[src/rtl/core/cbbq_pkg.sv]
// Shared types, constants and helper functions of the credit batched byte queue.
`default_nettype none

package cbbq_pkg;

  localparam int unsigned QUEUE_DEPTH = 256;
  localparam int unsigned BATCH_MAX   = 16;

  localparam int unsigned PTR_W    = $clog2(QUEUE_DEPTH);
  localparam int unsigned CNT_W    = $clog2(QUEUE_DEPTH + 1);
  localparam int unsigned BATCH_W  = $clog2(BATCH_MAX + 1);
  localparam int unsigned CREDIT_W = 8;
  localparam int unsigned BYTE_W   = 8;
  localparam int unsigned CFG_W    = 8;
  localparam int unsigned CFG_IDX_W = 1;

  localparam int unsigned SUM_W0 = (CNT_W > BATCH_W) ? CNT_W : BATCH_W;
  localparam int unsigned SUM_W  = (SUM_W0 > CREDIT_W) ? SUM_W0 : CREDIT_W;

  localparam logic [BYTE_W-1:0] FLUSH_CODE = 8'hff;
  localparam logic [BYTE_W-1:0] CR_CHAR    = 8'h0d;

  localparam logic [CFG_W-1:0]    MSG_CODE_RST     = 8'd83;
  localparam logic [CREDIT_W-1:0] INIT_CREDIT_RST  = 8'd16;

  localparam logic [CFG_IDX_W-1:0] REG_MESSAGE_CODE   = 1'b0;
  localparam logic [CFG_IDX_W-1:0] REG_INITIAL_CREDIT = 1'b1;

  localparam logic FUNC_ENQUEUE = 1'b0;
  localparam logic FUNC_CREDIT  = 1'b1;

  localparam logic KIND_CHAR   = 1'b0;
  localparam logic KIND_REJECT = 1'b1;

  typedef enum logic [2:0] {
    ST_IDLE,
    ST_CODE,
    ST_HI,
    ST_LO,
    ST_CR,
    ST_REJECT
  } state_e;

  typedef struct packed {
    logic              func;
    logic [BYTE_W-1:0] sound_byte;
    logic [7:0]        free_count;
  } in_item_t;

  typedef struct packed {
    logic              kind;
    logic [BYTE_W-1:0] out_char;
    logic              last;
  } out_item_t;

  // Command bundle from the controller to the queue storage.
  typedef struct packed {
    logic               push;
    logic               flush;
    logic [BYTE_W-1:0]  data;
    logic               take;
    logic [BATCH_W-1:0] take_n;
    logic               rd;
  } q_cmd_t;

  // Entry count after an enqueue step; a flush leaves only the flush byte.
  function automatic logic [CNT_W-1:0] next_count(input logic [CNT_W-1:0] count,
                                                  input logic push,
                                                  input logic flush);
    logic [CNT_W-1:0] res;
    if (flush) begin
      res = CNT_W'(1);
    end else if (push) begin
      res = count + CNT_W'(1);
    end else begin
      res = count;
    end
    return res;
  endfunction

  function automatic logic [BYTE_W-1:0] hex_char(input logic [3:0] nib);
    logic [BYTE_W-1:0] c;
    case (nib)
      4'h0: c = "0";
      4'h1: c = "1";
      4'h2: c = "2";
      4'h3: c = "3";
      4'h4: c = "4";
      4'h5: c = "5";
      4'h6: c = "6";
      4'h7: c = "7";
      4'h8: c = "8";
      4'h9: c = "9";
      4'ha: c = "A";
      4'hb: c = "B";
      4'hc: c = "C";
      4'hd: c = "D";
      4'he: c = "E";
      default: c = "F";
    endcase
    return c;
  endfunction

endpackage

`default_nettype wire

[src/rtl/core/credit_batched_byte_queue.sv]
// Top level of the credit batched byte queue: command port, batch sequencer and registers.
`default_nettype none

// A byte queue that forwards sound codes to a remote player under credit control.
// A command is taken on a clock edge where start is high and busy is low.
// An enqueue command adds one byte (the byte 0xff first empties the queue and
// restores the credit to initial_credit); a credit command loads the remote
// free-slot count. After either, when the queue holds bytes and the credit
// covers a batch of n = min(count, 16) bytes, the batch is sent as one
// transfer per cycle on res_o, each marked by res_valid_o: the message code,
// two uppercase hex characters per byte, then a carriage return, with last
// set on the final transfer. Transfers cannot be held off by the receiver.
// An enqueue into a full queue (255 entries, one slot kept free) yields a
// single reject transfer instead. After the accepting edge busy stays high
// while the sequencer sends the message code, the hex characters of each
// byte and the carriage return, or the reject transfer; a command that
// sends nothing keeps busy low. The length of a batch is set by the one
// character per cycle output and the single read port of the byte memory,
// which is read once per byte during the batch.
module credit_batched_byte_queue (
  input  wire                                 clk_i,
  input  wire                                 rst_ni,
  input  wire                                 start,
  output logic                                busy,
  input  cbbq_pkg::in_item_t                  in_i,
  output logic                                res_valid_o,
  output cbbq_pkg::out_item_t                 res_o,
  input  wire                                 cfg_we_i,
  input  wire  [cbbq_pkg::CFG_IDX_W-1:0]      cfg_idx_i,
  input  wire  [cbbq_pkg::CFG_W-1:0]          cfg_wdata_i
);
  import cbbq_pkg::*;

  state_e               state_q, state_d;
  logic [CFG_W-1:0]     msg_code_q;
  logic [CREDIT_W-1:0]  init_credit_q;
  logic [CREDIT_W-1:0]  credit_q, credit_d, credit_n;
  logic [BATCH_W-1:0]   rem_q, rem_d;
  logic [CNT_W-1:0]     count, count_n;
  logic [BYTE_W-1:0]    rd_data;
  logic [SUM_W-1:0]     batch_w;
  logic [BATCH_W-1:0]   batch_n;
  logic                 accept, full, reject, push, flush, send;
  q_cmd_t               q_cmd;

  // Configuration registers; the user must write them only while the block is idle, the block does not enforce it.
  always_ff @(posedge clk_i or negedge rst_ni) begin
    if (!rst_ni) begin
      msg_code_q    <= MSG_CODE_RST;
      init_credit_q <= INIT_CREDIT_RST;
    end else if (cfg_we_i) begin
      case (cfg_idx_i)
        REG_MESSAGE_CODE:   msg_code_q    <= cfg_wdata_i;
        REG_INITIAL_CREDIT: init_credit_q <= cfg_wdata_i;
        default: ;
      endcase
    end
  end

  // Command decode. The whole decision is made at the accepting edge: the
  // entry count and credit after the command give the batch size, and the
  // credit and count are charged for the batch right away. The bytes are
  // then read out one by one while the sequencer runs.
  assign accept = start && !busy;
  assign full   = (count >= CNT_W'(QUEUE_DEPTH - 1));
  assign reject = (in_i.func == FUNC_ENQUEUE) && full;
  assign push   = (in_i.func == FUNC_ENQUEUE) && !full;
  assign flush  = push && (in_i.sound_byte == FLUSH_CODE);

  always_comb begin
    count_n = next_count(count, push, flush);
    if (in_i.func == FUNC_CREDIT) begin
      credit_n = in_i.free_count;
    end else if (flush) begin
      credit_n = init_credit_q;
    end else begin
      credit_n = credit_q;
    end
    if (SUM_W'(count_n) < SUM_W'(BATCH_MAX)) begin
      batch_w = SUM_W'(count_n);
    end else begin
      batch_w = SUM_W'(BATCH_MAX);
    end
    batch_n = batch_w[BATCH_W-1:0];
    send    = !reject && (count_n != '0) && (SUM_W'(credit_n) >= batch_w);
  end

  // Batch sequencer. The read for the first byte goes out with the message
  // code; each further read goes out with the low nibble of the byte before,
  // so the registered read data is ready for the next high nibble.
  always_comb begin
    state_d     = state_q;
    rem_d       = rem_q;
    credit_d    = credit_q;
    res_valid_o = 1'b0;
    res_o       = '{kind: KIND_CHAR, out_char: '0, last: 1'b0};
    q_cmd       = '0;
    q_cmd.data  = in_i.sound_byte;
    q_cmd.take_n = batch_n;
    case (state_q)
      ST_IDLE: begin
        if (accept) begin
          if (reject) begin
            state_d = ST_REJECT;
          end else begin
            q_cmd.push  = push;
            q_cmd.flush = flush;
            q_cmd.take  = send;
            if (send) begin
              credit_d = CREDIT_W'(SUM_W'(credit_n) - batch_w);
              rem_d    = batch_n;
              state_d  = ST_CODE;
            end else begin
              credit_d = credit_n;
            end
          end
        end
      end
      ST_CODE: begin
        res_valid_o    = 1'b1;
        res_o.out_char = msg_code_q;
        q_cmd.rd       = 1'b1;
        state_d        = ST_HI;
      end
      ST_HI: begin
        res_valid_o    = 1'b1;
        res_o.out_char = hex_char(rd_data[7:4]);
        state_d        = ST_LO;
      end
      ST_LO: begin
        res_valid_o    = 1'b1;
        res_o.out_char = hex_char(rd_data[3:0]);
        rem_d          = rem_q - BATCH_W'(1);
        if (rem_q == BATCH_W'(1)) begin
          state_d = ST_CR;
        end else begin
          q_cmd.rd = 1'b1;
          state_d  = ST_HI;
        end
      end
      ST_CR: begin
        res_valid_o    = 1'b1;
        res_o.out_char = CR_CHAR;
        res_o.last     = 1'b1;
        state_d        = ST_IDLE;
      end
      ST_REJECT: begin
        res_valid_o = 1'b1;
        res_o.kind  = KIND_REJECT;
        res_o.last  = 1'b1;
        state_d     = ST_IDLE;
      end
      default: begin
        state_d = ST_IDLE;
      end
    endcase
  end

  always_ff @(posedge clk_i or negedge rst_ni) begin
    if (!rst_ni) begin
      state_q  <= ST_IDLE;
      credit_q <= INIT_CREDIT_RST;
      rem_q    <= '0;
    end else begin
      state_q  <= state_d;
      credit_q <= credit_d;
      rem_q    <= rem_d;
    end
  end

  assign busy = (state_q != ST_IDLE);

  cbbq_queue u_queue (
    .clk_i     (clk_i),
    .rst_ni    (rst_ni),
    .cmd_i     (q_cmd),
    .count_o   (count),
    .rd_data_o (rd_data)
  );

  // The memory is never written and read in the same cycle.
  a_no_rw_overlap: assert property (@(posedge clk_i) disable iff (!rst_ni)
    !(q_cmd.push && q_cmd.rd))
    else $error("queue written and read in the same cycle");

  // One slot always stays free.
  a_count_bound: assert property (@(posedge clk_i) disable iff (!rst_ni)
    count <= CNT_W'(QUEUE_DEPTH - 1))
    else $error("entry count beyond capacity");

  // A rejected enqueue gives its reject transfer in the very next cycle.
  a_reject_next: assert property (@(posedge clk_i) disable iff (!rst_ni)
    accept && reject |=> res_valid_o && (res_o.kind == KIND_REJECT) && res_o.last)
    else $error("reject transfer missing");

  // After the final transfer of a command the block is ready again.
  a_last_idle: assert property (@(posedge clk_i) disable iff (!rst_ni)
    res_valid_o && res_o.last |=> !busy)
    else $error("busy after final transfer");

endmodule

`default_nettype wire

[src/rtl/core/cbbq_queue.sv]
// Queue storage: byte memory with read and write pointers and the entry count.
`default_nettype none

module cbbq_queue (
  input  wire                               clk_i,
  input  wire                               rst_ni,
  input  cbbq_pkg::q_cmd_t                  cmd_i,
  output logic [cbbq_pkg::CNT_W-1:0]        count_o,
  output logic [cbbq_pkg::BYTE_W-1:0]       rd_data_o
);
  import cbbq_pkg::*;

  logic [BYTE_W-1:0] mem [QUEUE_DEPTH];
  logic [BYTE_W-1:0] rd_data_q;
  logic [PTR_W-1:0]  wr_ptr_q, wr_ptr_d, rd_ptr_q, rd_ptr_d, wr_addr;
  logic [CNT_W-1:0]  count_q, count_d;

  function automatic logic [PTR_W-1:0] ptr_inc(input logic [PTR_W-1:0] p);
    logic [PTR_W-1:0] r;
    if (p == PTR_W'(QUEUE_DEPTH - 1)) begin
      r = '0;
    end else begin
      r = p + PTR_W'(1);
    end
    return r;
  endfunction

  // A flush restarts both pointers, so the flush byte lands at entry zero.
  assign wr_addr = cmd_i.flush ? '0 : wr_ptr_q;

  always_comb begin
    wr_ptr_d = wr_ptr_q;
    rd_ptr_d = rd_ptr_q;
    if (cmd_i.flush) begin
      rd_ptr_d = '0;
    end
    if (cmd_i.push) begin
      wr_ptr_d = ptr_inc(wr_addr);
    end
    if (cmd_i.rd) begin
      rd_ptr_d = ptr_inc(rd_ptr_q);
    end
    count_d = next_count(count_q, cmd_i.push, cmd_i.flush);
    if (cmd_i.take) begin
      count_d = count_d - CNT_W'(cmd_i.take_n);
    end
  end

  always_ff @(posedge clk_i or negedge rst_ni) begin
    if (!rst_ni) begin
      wr_ptr_q <= '0;
      rd_ptr_q <= '0;
      count_q  <= '0;
    end else begin
      wr_ptr_q <= wr_ptr_d;
      rd_ptr_q <= rd_ptr_d;
      count_q  <= count_d;
    end
  end

  always_ff @(posedge clk_i) begin
    if (cmd_i.push) begin
      mem[wr_addr] <= cmd_i.data;
    end
    if (cmd_i.rd) begin
      rd_data_q <= mem[rd_ptr_q];
    end
  end

  assign count_o   = count_q;
  assign rd_data_o = rd_data_q;

endmodule

`default_nettype wire
[config.mk]
export PLATFORM = sky130hd
export DESIGN_NAME = credit_batched_byte_queue
export DESIGN_NICKNAME = d
export VERILOG_FILES = /design/src/rtl/core/cbbq_pkg.sv /design/src/rtl/core/credit_batched_byte_queue.sv /design/src/rtl/core/cbbq_queue.sv
export SDC_FILE = /design/constraint.sdc
export NUM_CORES = 2
export LEC_CHECK = 0
export BUFFER_PORTS_ARGS = -buffer_cell sky130_fd_sc_hd__buf_2
export CAP_MARGIN = 40
export CORE_MARGIN = 2
export CORE_UTILIZATION = 35
export CTS_BUF_LIST = sky130_fd_sc_hd__clkbuf_2 sky130_fd_sc_hd__clkbuf_4 sky130_fd_sc_hd__clkbuf_8
export DETAILED_ROUTE_END_ITERATION = 16
export SLEW_MARGIN = 20
export SYNTH_ARGS = -nofsm -noshare
export SYNTH_HDL_FRONTEND = slang
export SYNTH_SLANG_ARGS = --single-unit
[constraint.sdc]
create_clock -name clk_i -period 4.2 [get_ports clk_i]
set_input_delay 0.63 -clock clk_i [delete_from_list [all_inputs] [get_ports clk_i]]
set_output_delay 0.63 -clock clk_i [all_outputs]
set_load 0.05 [all_outputs]
==> summary.txt <==
Outcome
  • Status: completed

Logic synthesis
  • Syn_area_per_cell: 20.65 µm²
  • Ranking of synthesized cells by area: edfxtp_1 74%, mux4_2 14%, dfrtp_1 1.5%
  • Synth async-reset ratio: approximately 2.7%
  • Count leader, synth: edfxtp_1
  • Ys flop type: edfxtp_1
  • Sequential area share after synthesis: 75.97%
  • Mapped Cells: 4,026
  • Synth warnings: 0
  • FF+latch count, synth: about 2,100
  • Commonest cells in the synthesized netlist: 2,056 x edfxtp_1, 517 x mux4_2, 299 x nor2_1
  • Yosys top cell by area: edfxtp_1
  • EDFF count, synth: 2,056
  • Distinct cell type count after synthesis: roughly 70
  • Post-synth top area share: 74.25%
  • Mapped Area: slightly above 80,000 µm²

Route
  • Remaining routing DRC violations: 0
  • Post-Route WL: between 200 and 250 mm
  • Via Count: approximately 43,000
  • DR WL/cell: roughly 26 µm
  • Starting DRT DRC Count: between 4,000 and 5,000
  • Via-to-Cell Ratio: 5.319
  • Final ANT Viol Nets: 0
  • Drt pass-1 iters: 5

STA
  • Final count of negative-setup-slack endpoints: 0
  • RSZ-0062 raised after global routing: true
  • Final Worst Setup Slack: approximately 0.11 ns
  • Period Utilization, post-route: 97.32%
  • Slew margin rel.: about a third
  • Worst-margin pin slew: 1.015 ns
  • Slew Limit Fails: 0
  • Max Clk Rate: roughly 0.24 GHz
  • Fin crit period: 4.087 ns
  • Final hold violation count: 0
  • Layout Skew: around 0.10 ns

Placed design
  • Setup WS pre-CTS: -0.1794 ns
  • Placed wire-length estimate: approximately 130 mm
  • Final Wtd Congestion: roughly 0.86
  • IO buf count: between 40 and 50
  • Dpl cell area: 91,360 µm²

Critical path
  • Critical path class: reg -> reg
  • CP Max Fanout: 8
  • Startpoint Class: flip-flop
  • Worst path required time: approximately 4.8 ns
  • Top delay family on crit path: simple AND/OR/NAND/NOR gates
  • CP Data Arrival Time: approximately 4.7 ns
  • Endpoint type of the worst setup path: flip-flop
  • Critical Path Slowest Stage Cell: nor2_1
  • Max stage delay on crit path: approximately 0.58 ns
  • Buf/Inv on CP: 3
  • Cell Chain, Critical Path: ha_2 > and3_4 > nand3_2 > nor2_1 > ha_1 > or3_4 > buf_6 > a211oi_4 > nand2_1 > buf_4 > nor2_1 > nand2_1 > buf_12 > nor2_1
  • CP most frequent cell: nor2_1

Power
  • Power Density: approximately 580 nW/µm²
  • Peak VDD IR: 470.2 µV
  • Pleak: 31.84 nW
  • Total power: 57.31 mW

CTS
  • Root buffer cell: clkbuf_8
  • Clock transition at the registers of the reported paths: ~0.06 ns
  • # H-tree levels: 5
  • Worst skew pair latency: 1.08 ns
  • CTS Sinks: roughly 2,100
  • Clk buf depth: 4
  • TritonCTS buffer count: about 350
  • TritonCTS clock tree: yes

Floorplanning
  • Chip height: between 400 and 500 µm
  • # rows: 178
  • Die Wd: 491.4 µm
  • Die footprint: roughly 240,000 µm²
  • Starting Density: roughly a third
  • Core ar.: about 240,000 µm²
  • Io pins: 42

Finish
  • Design Area, Final: approximately 99,000 µm²
  • Nets: ~4,800
  • Layout cell share with drive strength beyond 1: about a third
  • Final core occ: 41.83%
  • Area grow syn2layout: 18.53%
  • Fillers: between 20,000 and 25,000

Global route
  • GRT overflow: 0
  • Vias in the first global route: 44,390
  • Largest net degree at the start of global routing: roughly 260
  • Total track usage: 17.23%
  • Global-route wire length before repair: slightly above 300 mm
  • Antenna violations before repair: 3

Flow run
  • Max-Cap Viols: 0

Worst hold path
  • Worst hold-check path type: in -> async
[routing by layer]
layer | global-route usage, % | part of all wire, %
met1 | 23.19 | 41
met2 | 28.28 | 49
met3 | 3.433 | 6.9
met4 | 5.204 | 2.6
met5 | 0 | 0
[report_power, final]
part           leakage, nW  switching, mW  total [mW]  internal, mW
clock network         3.54           7.94        17.5          9.59
logic                 9.14           8.64        16.0          7.33
registers             19.2          0.409        23.8          23.4
total                 31.8           17.0        57.3          40.3
[final timing paths]
| path | from | end | slack, ns | depth (start not counted) |
|---|---|---|---|---|
| worst max-delay path | u_queue.count_o[0]$_DFF_PN0_ | u_queue.mem[95][5]$_DFFE_PP_ | 0.11 | 14 |
| worst min-delay path | rst_ni | credit_q[6]$_DFFE_PN0P_ | 0.14 | 2 |
| worst max register to register | u_queue.count_o[0]$_DFF_PN0_ | u_queue.mem[95][5]$_DFFE_PP_ | 0.11 | 14 |
| worst min register to register | credit_q[4]$_DFFE_PN1P_ | credit_q[4]$_DFFE_PN1P_ | 0.49 | 2 |
| max in group asynchronous | rst_ni | u_queue.rd_ptr_q[1]$_DFFE_PN0P_ | 3.06 | 3 |
| min in group clk_i | in_i[5] | credit_q[5]$_DFFE_PN0P_ | 0.14 | 5 |
[layout make-up]
| class | instances | area (µm²) | share of cell area [%] |
|---|---|---|---|
| timing repair buffer | 611 | 5791 | 5.875 |
| tap | 3150 | 3941 | 3.999 |
| clock inverter | 128 | 834.6 | 0.8467 |
| sequential | 2113 | 63180 | 64.11 |
| inverter | 21 | 81.33 | 0.08252 |
| clock buffer | 472 | 5808 | 5.893 |
| multi-input combinational | 1643 | 18920 | 19.19 |
| antenna | 2 | 5.005 | 0.005078 |
[flip-flops by register name, indices dropped and copies added (netlist names)]
name	cells
credit_q	8
u_queue.count_o	9
u_queue.mem	2048
u_queue.rd_ptr_q	8
u_queue.rd_data_o	8
u_queue.wr_ptr_q	8
msg_code_q	8
state_q	3
init_credit_q	8
rem_q	5
[timing repair]
action	4_1_cts	5_1_grt
setup buffers	0	3
hold buffers	16	0
endpoints found under the setup margin	19	260
resized for setup	5	50
hold endpoints to repair	51	0
cloned	0	1
pin swaps	1	10
[cells by family after synthesis]
family	count (synthesis)	share of synthesized area (%)
XOR/XNOR	16	0.1685
multiplexers	572	14.69
AO/OA/AOI/OAI	461	4.055
flip-flops	2113	75.97
AND/OR/NAND/NOR	560	3.003
adder cells (fa/ha/maj)	31	0.4845
other	1	0.004510
buffers and inverters	272	1.621
[metrics by stage]
| step | cells | TNS (ns) | hold slack, ns |
|---|---|---|---|
| 2_1_floorplan | 4028 | 0 | 0.3344 |
| 3_3_place_gp | 7496 | -0.7650 | 0.4691 |
| 3_5_place_dp | 7509 | -0.8784 | 0.4792 |
| 4_1_cts | 8125 | 0 | 0.005319 |
| 5_1_grt | 8139 | -0.2343 | 0.09835 |
| 6_report | 8140 | 0 | 0.1354 |
[worst reg2reg max path, cell delays in order, from the launching register on]
cell and delay, ns:
dfrtp_1 0.38, ha_2 0.19, and3_4 0.15, nand3_2 0.07, nor2_1 0.04, ha_1 0.19, or3_4 0.40, buf_6 0.14
a211oi_4 0.30, nand2_1 0.14, buf_4 0.18, nor2_1 0.36, nand2_1 0.26, buf_12 0.23, nor2_1 0.59
[cells in the final DEF (no fill, tap or decap), types with 11 or more instances in the layout]
master,netlist,final
nand4_1,22,22
nand2b_1,13,13
mux2i_1,38,38
clkbuf_8,0,364
bufinv_16,0,11
nor3_1,14,13
and2_1,15,13
a22o_1,94,94
a21oi_1,46,41
o22ai_1,48,48
clkinv_1,2,77
buf_12,0,79
nand3_1,38,29
dfrtp_1,51,47
a221oi_1,94,94
o21ai_0,75,69
a22oi_1,44,44
nor2b_1,15,12
buf_2,60,33
mux4_2,517,517
clkinv_2,0,38
dlygate4sd3_1,0,16
nor2_1,299,289
clkbuf_4,0,110
edfxtp_1,2056,2056
and3_1,14,13
nand2_1,95,91
mux2_2,17,16
inv_1,19,17
ha_1,29,25
buf_4,21,461
Note: power is estimated with default switching activity, not from simulation.
